## src/rtl/bta_pkg.sv

```systemverilog
`default_nettype none
package bta_pkg;

    localparam int PID_W      = 3;
    localparam int ASSIGNED_W = 8;
    localparam int STATUS_W   = 3;
    localparam int CFG_W      = 4;
    localparam int IN_DATA_W  = 8;
    localparam int OUT_DATA_W = 16;

    localparam logic [CFG_W-1:0] CFG_RESET = 4'd8;

    typedef enum logic [STATUS_W-1:0] {
        ST_OK              = 3'd0,
        ST_ALREADY_WAITING = 3'd1,
        ST_NO_TICKET       = 3'd2,
        ST_OVERFLOW        = 3'd3,
        ST_ID_RANGE        = 3'd4
    } status_code_t;

    typedef struct packed {
        logic load;
        logic scan;
        logic commit;
    } bta_cmd_t;

    typedef struct packed {
        logic scan_done;
        logic out_free;
    } bta_stat_t;

endpackage
`default_nettype wire

```

## src/rtl/bta_ram.sv

```systemverilog
`default_nettype none
module bta_ram #(
    parameter int WIDTH = 8,
    parameter int DEPTH = 8
) (
    input  logic                     clk,
    input  logic                     wr_en,
    input  logic [$clog2(DEPTH)-1:0] wr_addr,
    input  logic [WIDTH-1:0]         wr_data,
    input  logic                     rd_en,
    input  logic [$clog2(DEPTH)-1:0] rd_addr,
    output logic [WIDTH-1:0]         rd_data
);

    logic [WIDTH-1:0] mem_reg [DEPTH];
    logic [WIDTH-1:0] rd_data_reg;

    always_ff @(posedge clk)
    begin
        if (wr_en)
        begin
            mem_reg[wr_addr] <= wr_data;
        end
        if (rd_en)
        begin
            rd_data_reg <= mem_reg[rd_addr];
        end
    end

    assign rd_data = rd_data_reg;

endmodule
`default_nettype wire

```

## src/rtl/bta_datapath.sv

```systemverilog
`default_nettype none
module bta_datapath #(
    parameter int NUM_PROCS   = 8,
    parameter int TICKET_BITS = 8
) (
    input  logic                              clk,
    input  logic                              rst_n,
    input  bta_pkg::bta_cmd_t                 cmd,
    output bta_pkg::bta_stat_t                stat,
    input  logic                              cfg_wr_en,
    input  logic [bta_pkg::CFG_W-1:0]         cfg_wr_data,
    input  logic                              in_action,
    input  logic [bta_pkg::PID_W-1:0]         in_pid,
    output logic                              out_valid,
    input  logic                              out_ready,
    output logic [bta_pkg::OUT_DATA_W-1:0]    out_data
);
    import bta_pkg::*;

    localparam int IDX_W = $clog2(NUM_PROCS);
    localparam int CNT_W = $clog2(NUM_PROCS + 1);
    localparam logic [TICKET_BITS-1:0] TICKET_MAX = '1;

    logic [CFG_W-1:0]       active_count_reg;
    logic                   action_reg;
    logic [PID_W-1:0]       pid_reg;
    logic [CNT_W-1:0]       scan_idx_reg;
    logic                   rd_vld_reg;
    logic [IDX_W-1:0]       rd_idx_reg;
    logic [TICKET_BITS-1:0] top_reg;
    logic [TICKET_BITS-1:0] self_reg;
    logic [TICKET_BITS-1:0] min_reg;
    logic                   min_vld_reg;
    logic [IDX_W-1:0]       min_id_reg;
    logic [NUM_PROCS-1:0]   ent_vld_reg;
    logic                   out_valid_reg;
    logic [OUT_DATA_W-1:0]  out_data_reg;
    logic [OUT_DATA_W-1:0]  out_data_next;

    logic [CNT_W-1:0]       cnt;
    logic                   pid_in_range;
    logic [IDX_W-1:0]       pid_idx;
    logic                   issue;
    logic [TICKET_BITS-1:0] ram_rd_data;
    logic [TICKET_BITS-1:0] rd_ticket;
    logic                   self_hit;
    logic [TICKET_BITS-1:0] new_ticket;
    logic [TICKET_BITS-1:0] post_ticket;
    logic                   do_write;
    logic [ASSIGNED_W-1:0]  assigned;
    status_code_t           status_code;
    logic                   pick_self;
    logic                   hold_valid;
    logic [IDX_W-1:0]       hold_id;

    assign cnt = (int'(active_count_reg) > NUM_PROCS) ? CNT_W'(NUM_PROCS)
                                                      : CNT_W'(active_count_reg);
    assign pid_in_range = int'(pid_reg) < int'(cnt);
    assign pid_idx      = IDX_W'(pid_reg);
    assign issue        = cmd.scan && (scan_idx_reg < cnt);
    assign rd_ticket    = ent_vld_reg[rd_idx_reg] ? ram_rd_data : '0;
    assign self_hit     = pid_in_range && (rd_idx_reg == pid_idx);
    assign new_ticket   = top_reg + 1'b1;

    bta_ram #(
        .WIDTH (TICKET_BITS),
        .DEPTH (NUM_PROCS)
    ) u_ticket_ram (
        .clk     (clk),
        .wr_en   (cmd.commit && do_write),
        .wr_addr (pid_idx),
        .wr_data (post_ticket),
        .rd_en   (issue),
        .rd_addr (scan_idx_reg[IDX_W-1:0]),
        .rd_data (ram_rd_data)
    );

    always_comb
    begin
        status_code = ST_OK;
        do_write    = 1'b0;
        post_ticket = self_reg;
        assigned    = '0;
        if (!pid_in_range)
        begin
            status_code = ST_ID_RANGE;
        end
        else if (!action_reg)
        begin
            if (self_reg != '0)
            begin
                status_code = ST_ALREADY_WAITING;
            end
            else if (top_reg == TICKET_MAX)
            begin
                status_code = ST_OVERFLOW;
            end
            else
            begin
                do_write    = 1'b1;
                post_ticket = new_ticket;
                assigned    = ASSIGNED_W'(new_ticket);
            end
        end
        else
        begin
            if (self_reg == '0)
            begin
                status_code = ST_NO_TICKET;
            end
            else
            begin
                do_write    = 1'b1;
                post_ticket = '0;
            end
        end
    end

    // The scan gathered the holder among all other processes; the requester's own
    // ticket after this word is merged in here.
    always_comb
    begin
        pick_self = (post_ticket != '0) &&
                    (!min_vld_reg || (post_ticket < min_reg) ||
                     ((post_ticket == min_reg) && (pid_idx < min_id_reg)));
        hold_valid = pick_self || min_vld_reg;
        if (pick_self)
        begin
            hold_id = pid_idx;
        end
        else if (min_vld_reg)
        begin
            hold_id = min_id_reg;
        end
        else
        begin
            hold_id = '0;
        end
        out_data_next = {1'b0, status_code, hold_valid, PID_W'(hold_id), assigned};
    end

    always_ff @(posedge clk or negedge rst_n)
    begin
        if (!rst_n)
        begin
            active_count_reg <= CFG_RESET;
            scan_idx_reg     <= '0;
            rd_vld_reg       <= 1'b0;
            ent_vld_reg      <= '0;
            out_valid_reg    <= 1'b0;
        end
        else
        begin
            if (cfg_wr_en)
            begin
                active_count_reg <= cfg_wr_data;
            end
            if (cmd.load)
            begin
                scan_idx_reg <= '0;
                rd_vld_reg   <= 1'b0;
            end
            else
            begin
                rd_vld_reg <= issue;
                if (issue)
                begin
                    scan_idx_reg <= scan_idx_reg + 1'b1;
                end
            end
            if (cmd.commit && do_write)
            begin
                ent_vld_reg[pid_idx] <= 1'b1;
            end
            if (cmd.commit)
            begin
                out_valid_reg <= 1'b1;
            end
            else if (out_ready)
            begin
                out_valid_reg <= 1'b0;
            end
        end
    end

    always_ff @(posedge clk)
    begin
        if (cmd.load)
        begin
            action_reg  <= in_action;
            pid_reg     <= in_pid;
            top_reg     <= '0;
            self_reg    <= '0;
            min_reg     <= '0;
            min_vld_reg <= 1'b0;
            min_id_reg  <= '0;
        end
        else if (rd_vld_reg)
        begin
            if (rd_ticket > top_reg)
            begin
                top_reg <= rd_ticket;
            end
            if (self_hit)
            begin
                self_reg <= rd_ticket;
            end
            else if ((rd_ticket != '0) && (!min_vld_reg || (rd_ticket < min_reg)))
            begin
                min_reg     <= rd_ticket;
                min_vld_reg <= 1'b1;
                min_id_reg  <= rd_idx_reg;
            end
        end
        if (issue)
        begin
            rd_idx_reg <= scan_idx_reg[IDX_W-1:0];
        end
        if (cmd.commit)
        begin
            out_data_reg <= out_data_next;
        end
    end

    assign stat.scan_done = (scan_idx_reg >= cnt) && !rd_vld_reg;
    assign stat.out_free  = !out_valid_reg || out_ready;
    assign out_valid      = out_valid_reg;
    assign out_data       = out_data_reg;

endmodule
`default_nettype wire

```

## src/rtl/bta_ctrl.sv

```systemverilog
`default_nettype none
module bta_ctrl (
    input  logic               clk,
    input  logic               rst_n,
    input  logic               in_valid,
    output logic               in_ready,
    output bta_pkg::bta_cmd_t  cmd,
    input  bta_pkg::bta_stat_t stat
);
    import bta_pkg::*;

    typedef enum logic [2:0] {
        S_IDLE   = 3'b001,
        S_SCAN   = 3'b010,
        S_DECIDE = 3'b100
    } state_t;

    state_t state_reg;
    state_t state_next;

    always_comb
    begin
        state_next = state_reg;
        in_ready   = 1'b0;
        cmd        = '0;
        case (state_reg)
            S_IDLE:
            begin
                in_ready = 1'b1;
                if (in_valid)
                begin
                    cmd.load   = 1'b1;
                    state_next = S_SCAN;
                end
            end
            S_SCAN:
            begin
                cmd.scan = 1'b1;
                if (stat.scan_done)
                begin
                    state_next = S_DECIDE;
                end
            end
            S_DECIDE:
            begin
                if (stat.out_free)
                begin
                    cmd.commit = 1'b1;
                    state_next = S_IDLE;
                end
            end
            default:
            begin
                state_next = S_IDLE;
            end
        endcase
    end

    always_ff @(posedge clk or negedge rst_n)
    begin
        if (!rst_n)
        begin
            state_reg <= S_IDLE;
        end
        else
        begin
            state_reg <= state_next;
        end
    end

endmodule
`default_nettype wire

```

## src/rtl/bakery_ticket_arbiter.sv

```systemverilog
`default_nettype none
// Ticket arbiter for up to NUM_PROCS processes in the manner of the bakery lock. Each input
// word is a request or a release for one process, and each gives exactly one result word
// with the ticket assigned, the current holder (smallest nonzero ticket, lower id on a tie)
// and a status code. The time from acceptance of a word to a ready result is set by the
// serial scan of the ticket table, over the effective process count, through the single
// read port of its RAM. The next word is accepted in the cycle after the result is
// registered, so a word is not taken while the previous one is still being worked on.
// The result sits in an output register, so a new word is taken while the previous
// result waits.
module bakery_ticket_arbiter #(
    parameter int NUM_PROCS   = 8,
    parameter int TICKET_BITS = 8
) (
    input  logic                           clk,
    input  logic                           rst_n,
    input  logic                           cfg_wr_en,
    input  logic [bta_pkg::CFG_W-1:0]      cfg_wr_data,    // active_count
    input  logic                           s_axis_tvalid,
    output logic                           s_axis_tready,
    input  logic [bta_pkg::IN_DATA_W-1:0]  s_axis_tdata,   // process_id, zero padding
    input  logic                           s_axis_tuser,   // action
    output logic                           m_axis_tvalid,
    input  logic                           m_axis_tready,
    // assigned_ticket, holder_id, holder_valid, status, zero padding
    output logic [bta_pkg::OUT_DATA_W-1:0] m_axis_tdata
);
    import bta_pkg::*;

    bta_cmd_t  cmd;
    bta_stat_t stat;

    bta_ctrl u_ctrl (
        .clk      (clk),
        .rst_n    (rst_n),
        .in_valid (s_axis_tvalid),
        .in_ready (s_axis_tready),
        .cmd      (cmd),
        .stat     (stat)
    );

    bta_datapath #(
        .NUM_PROCS   (NUM_PROCS),
        .TICKET_BITS (TICKET_BITS)
    ) u_datapath (
        .clk         (clk),
        .rst_n       (rst_n),
        .cmd         (cmd),
        .stat        (stat),
        .cfg_wr_en   (cfg_wr_en),
        .cfg_wr_data (cfg_wr_data),
        .in_action   (s_axis_tuser),
        .in_pid      (s_axis_tdata[PID_W-1:0]),
        .out_valid   (m_axis_tvalid),
        .out_ready   (m_axis_tready),
        .out_data    (m_axis_tdata)
    );

endmodule
`default_nettype wire

```

## config.mk

```make
export PLATFORM = sky130hd
export DESIGN_NAME = bakery_ticket_arbiter
export DESIGN_NICKNAME = d
export VERILOG_FILES = /design/src/rtl/bta_pkg.sv /design/src/rtl/bta_ram.sv /design/src/rtl/bta_datapath.sv /design/src/rtl/bta_ctrl.sv /design/src/rtl/bakery_ticket_arbiter.sv
export SDC_FILE = /design/constraint.sdc
export NUM_CORES = 1
export LEC_CHECK = 0
export ABC_AREA = 1
export BUFFER_PORTS_ARGS = -buffer_cell sky130_fd_sc_hd__clkbuf_2
export CORE_AREA = 2 2 134 136
export DETAILED_ROUTE_END_ITERATION = 6
export DIE_AREA = 0 0 136 138
export MAX_ROUTING_LAYER = met4
export SLEW_MARGIN = 5
export SYNTH_ARGS = -nofsm -noshare
export SYNTH_HDL_FRONTEND = slang
export SYNTH_SLANG_ARGS = --single-unit
export TNS_END_PERCENT = 10
```

## constraint.sdc

```tcl
create_clock -name clk -period 6.3 [get_ports clk]
set_input_delay 0.945 -clock clk [delete_from_list [all_inputs] [get_ports clk]]
set_output_delay 0.945 -clock clk [all_outputs]
set_load 0.01 [all_outputs]
```

==> reports/metrics.csv <==
stage,metric,value,unit
outcome,status,"finished, final reports clean",
job,Max Cap Violations,0,
floorplan,row cnt,49,
critical_path,required time of the critical path,6.47,ns
synth,"Avg Cell Area, Syn",9.523,um2
route,Routed WL,14.01,mm
route,Final ANT Viol Nets,0,
global_route,gr usage total,0.1628,
route,post-DR vias/cell,4.825,
floorplan,die area,18770,um2
timing,worst slew pin tran,1.007,ns
clocking,CTS Hold Bufs,0,
critical_path,r2r setup slk,2.41,ns
clocking,H-tree depth,4,
synth,Area contributors post-synth,"edfxtp_1 41%, dfxtp_1 8.2%, dfrtp_1 7.0%",
cells_and_area,max reg flops,64,
clocking,number of buffers on the longest clock path,2,
timing,final hold vios,0,
pwr,share of total power in the clock network,0.266,
synth,Yosys top cell by area,edfxtp_1,
synth,share of synthesized flip-flops with an asynchronous set or reset,0.1469,
cells_and_area,Layout Area Growth over Synthesis,13.25,%
synth,yosys warns,0,
clocking,Worst-path clk slew,0.06,ns
global_route,vias in the first global route,4478,
clocking,clock sink total,143,
floorplan,Top Ports,36,
cells_and_area,diode count,0,
global_route,initial antenna violation count,0,
critical_path,crit path max fanout,10,
synth,cell count after synthesis,715,
pwr,Leak Pwr,3.269,nW
route,1st-iter DRT viols,350,
pwr,Max rail drop VDD,0.2307,mV
timing,Max Freq,0.2572,GHz
timing,RSZ-0062 raised after global routing,no,
synth,post-synth top area share,0.4146,
cells_and_area,share of cells above drive strength 1,0.1162,
global_route,first-pass GRT wire length,22.96,mm
synth,register area share after synthesis,0.5744,
pwr,Reg power frac,0.369,
synth,"EDFF count, synth",94,
timing,final hold slack,0.4599,ns
timing,total negative slack,0,ns
clocking,total CTS buffers,17,
timing,final setup vio count,0,
critical_path,worst path arrival time,4.06,ns
route,DR DRC count,0,
route,DRT Pass-1 Iters,4,
worst_hold_path,Hold Path Class,register to register,
pwr,Comb power frac,0.366,
placed_design,Buffers on Ports,29,
clocking,clk root buf,clkbuf_16,
timing,Max Slew Vio Count,0,
clocking,CTS tree,built,
timing,fin crit period,3.888,ns
pwr,internal power,2.220,mW
timing,final cycle utilization of the critical path,0.6171,
cells_and_area,Final nets,795,
floorplan,Die Wd,136,um
floorplan,Initial Util,0.3883,
placed_design,Placed Instances,954,
synth,Synth Net Count,766,
floorplan,die height,138,um
critical_path,CP startpoint kind,register,
synth,Unique masters post-synth,42,
synth,#FFs+latches synth,143,
global_route,largest net degree at the start of global routing,39,
placed_design,hpwl dp,10.07,mm
clocking,Post-CTS Resized,0,
floorplan,core area,17530,um2
pwr,Psw,1.387,mW
global_route,global route overflow,0,
synth,ys flop type,edfxtp_1,
critical_path,kind of critical path,register to register,
synth,Post-Syn Area,6809,um2
pwr,switching share of power,0.3846,
pwr,PwrDens,467.8,nW/um2
placed_design,GPL Wtd Cong,0.8951,
cells_and_area,fill count,1716,
route,Vias,4757,
cells_and_area,non-filler instance count after layout,986,
route,WL/cell,14.21,um
timing,Layout Skew,0.007613,ns
timing,relative slew slack,0.3270,
clocking,Worst-Skew Late Latency,0.43,ns
critical_path,CP endpoint kind,register,
clocking,# Post-CTS Setup Buffers,0,
[layout by cell type, fill, tap and decap left out, types with 9 or more instances in the layout]
master | Yosys | final
dfxtp_1 | 28 | 28
a21oi_1 | 39 | 39
clkbuf_2 | 0 | 29
o21ai_0 | 66 | 66
a31oi_1 | 9 | 9
nor2_1 | 106 | 106
clkbuf_16 | 0 | 17
nand2_1 | 111 | 111
ha_1 | 33 | 33
edfxtp_1 | 94 | 94
dfrtp_1 | 19 | 19
inv_1 | 83 | 83
nand3_1 | 36 | 36
[cells in the mapped netlist, types with 9 or more instances]
| library cell | instances |
|---|---|
| nand3_1 | 36 |
| dfxtp_1 | 28 |
| ha_1 | 33 |
| o21ai_0 | 66 |
| inv_1 | 83 |
| dfrtp_1 | 19 |
| a21oi_1 | 39 |
| clkbuf_1 | 13 |
| edfxtp_1 | 94 |
| nor2_1 | 106 |
| nand2_1 | 111 |
| a31oi_1 | 9 |
[per-layer routing]
| layer | vias up | wire length (um) | global-route usage |
|---|---|---|---|
| met4 | 0 | 173 | 0.05757 |
| met1 | 2204 | 6762 | 0.2112 |
| li1 | 2473 | - | - |
| met5 | - | 0 | - |
| met3 | 18 | 457 | 0.03337 |
| met2 | 62 | 6619 | 0.2531 |
[final cells by class]
cell class | count | area [um2] | share of cell area
clock buffers | 18 | 429.2 | 0.05565
clock inverters | 14 | 133.9 | 0.01736
inverters | 90 | 337.8 | 0.04381
multi-input cells | 460 | 2445 | 0.3171
flip-flops and latches | 143 | 3911 | 0.5072
well taps | 229 | 286.5 | 0.03716
repair buffers | 32 | 167.7 | 0.02174
[metrics by stage]
step | setup WS, ns | utilization | instance area, um2 | power [mW]
2_1_floorplan | 3.157 | - | 6809 | 2.315
3_3_place_gp | 2.487 | 0.4077 | 7148 | 2.654
3_5_place_dp | 2.371 | 0.4077 | 7148 | 2.678
4_1_cts | 2.361 | 0.4398 | 7711 | 3.640
5_1_grt | 2.030 | 0.4398 | 7711 | 3.881
6_report | 2.412 | 0.4398 | 7711 | 3.607
[worst paths after layout]
check | from | cells past startpoint | end
max in group asynchronous | rst_n | 1 | u_ctrl.state_reg[0]$_DFFE_PN1P_
max reg2reg | u_datapath.active_count_reg[3]$_DFFE_PN1P_ | 19 | u_datapath.out_data[10]$_DFFE_PP_
min in group asynchronous | rst_n | 1 | u_datapath.ent_vld_reg[3]$_DFFE_PN0P_
max | u_datapath.active_count_reg[3]$_DFFE_PN1P_ | 19 | u_datapath.out_data[10]$_DFFE_PP_
min reg2reg | u_datapath.ent_vld_reg[4]$_DFFE_PN0P_ | 2 | u_datapath.ent_vld_reg[4]$_DFFE_PN0P_
min | u_datapath.ent_vld_reg[4]$_DFFE_PN0P_ | 2 | u_datapath.ent_vld_reg[4]$_DFFE_PN0P_
[cells by family (layout without fill, tap and decap cells)]
group           Yosys count  after routing  synth area share
other cells               1              1         0.0005507
fa+ha+maj                33             33           0.06064
mux                       2              2          0.003307
buf+inv                 112            154           0.06652
xor+xnor                  7              7          0.009004
flops                   143            143            0.5744
simple gates            281            281            0.1768
compound gates          136            136            0.1088
[critical path: stages, from the launching register on]
cell and delay, ns:
dfstp_2 0.53, inv_1 0.10, o21ai_0 0.31, ha_1 0.30, a21oi_1 0.14, nand3b_1 0.16, nand2_2 0.16, inv_2 0.18
o21ai_0 0.14, nand2_1 0.10, inv_1 0.15, ha_1 0.33, nand2_1 0.06, inv_1 0.04, a221oi_1 0.32, o221ai_1 0.19
nand3_1 0.18, nand2_1 0.11, nand2_1 0.07, nand2_1 0.06
[power groups by stage]
stage               sequential, mW  combinational [mW]  clock [mW]
floorplan                     1.33               0.982           0
global placement              1.35                1.31           0
detailed placement            1.35                1.33           0
CTS                           1.33                1.33       0.977
global route                  1.34                1.52        1.02
finish                        1.33                1.32       0.959
(Power assumes the default switching activity.)
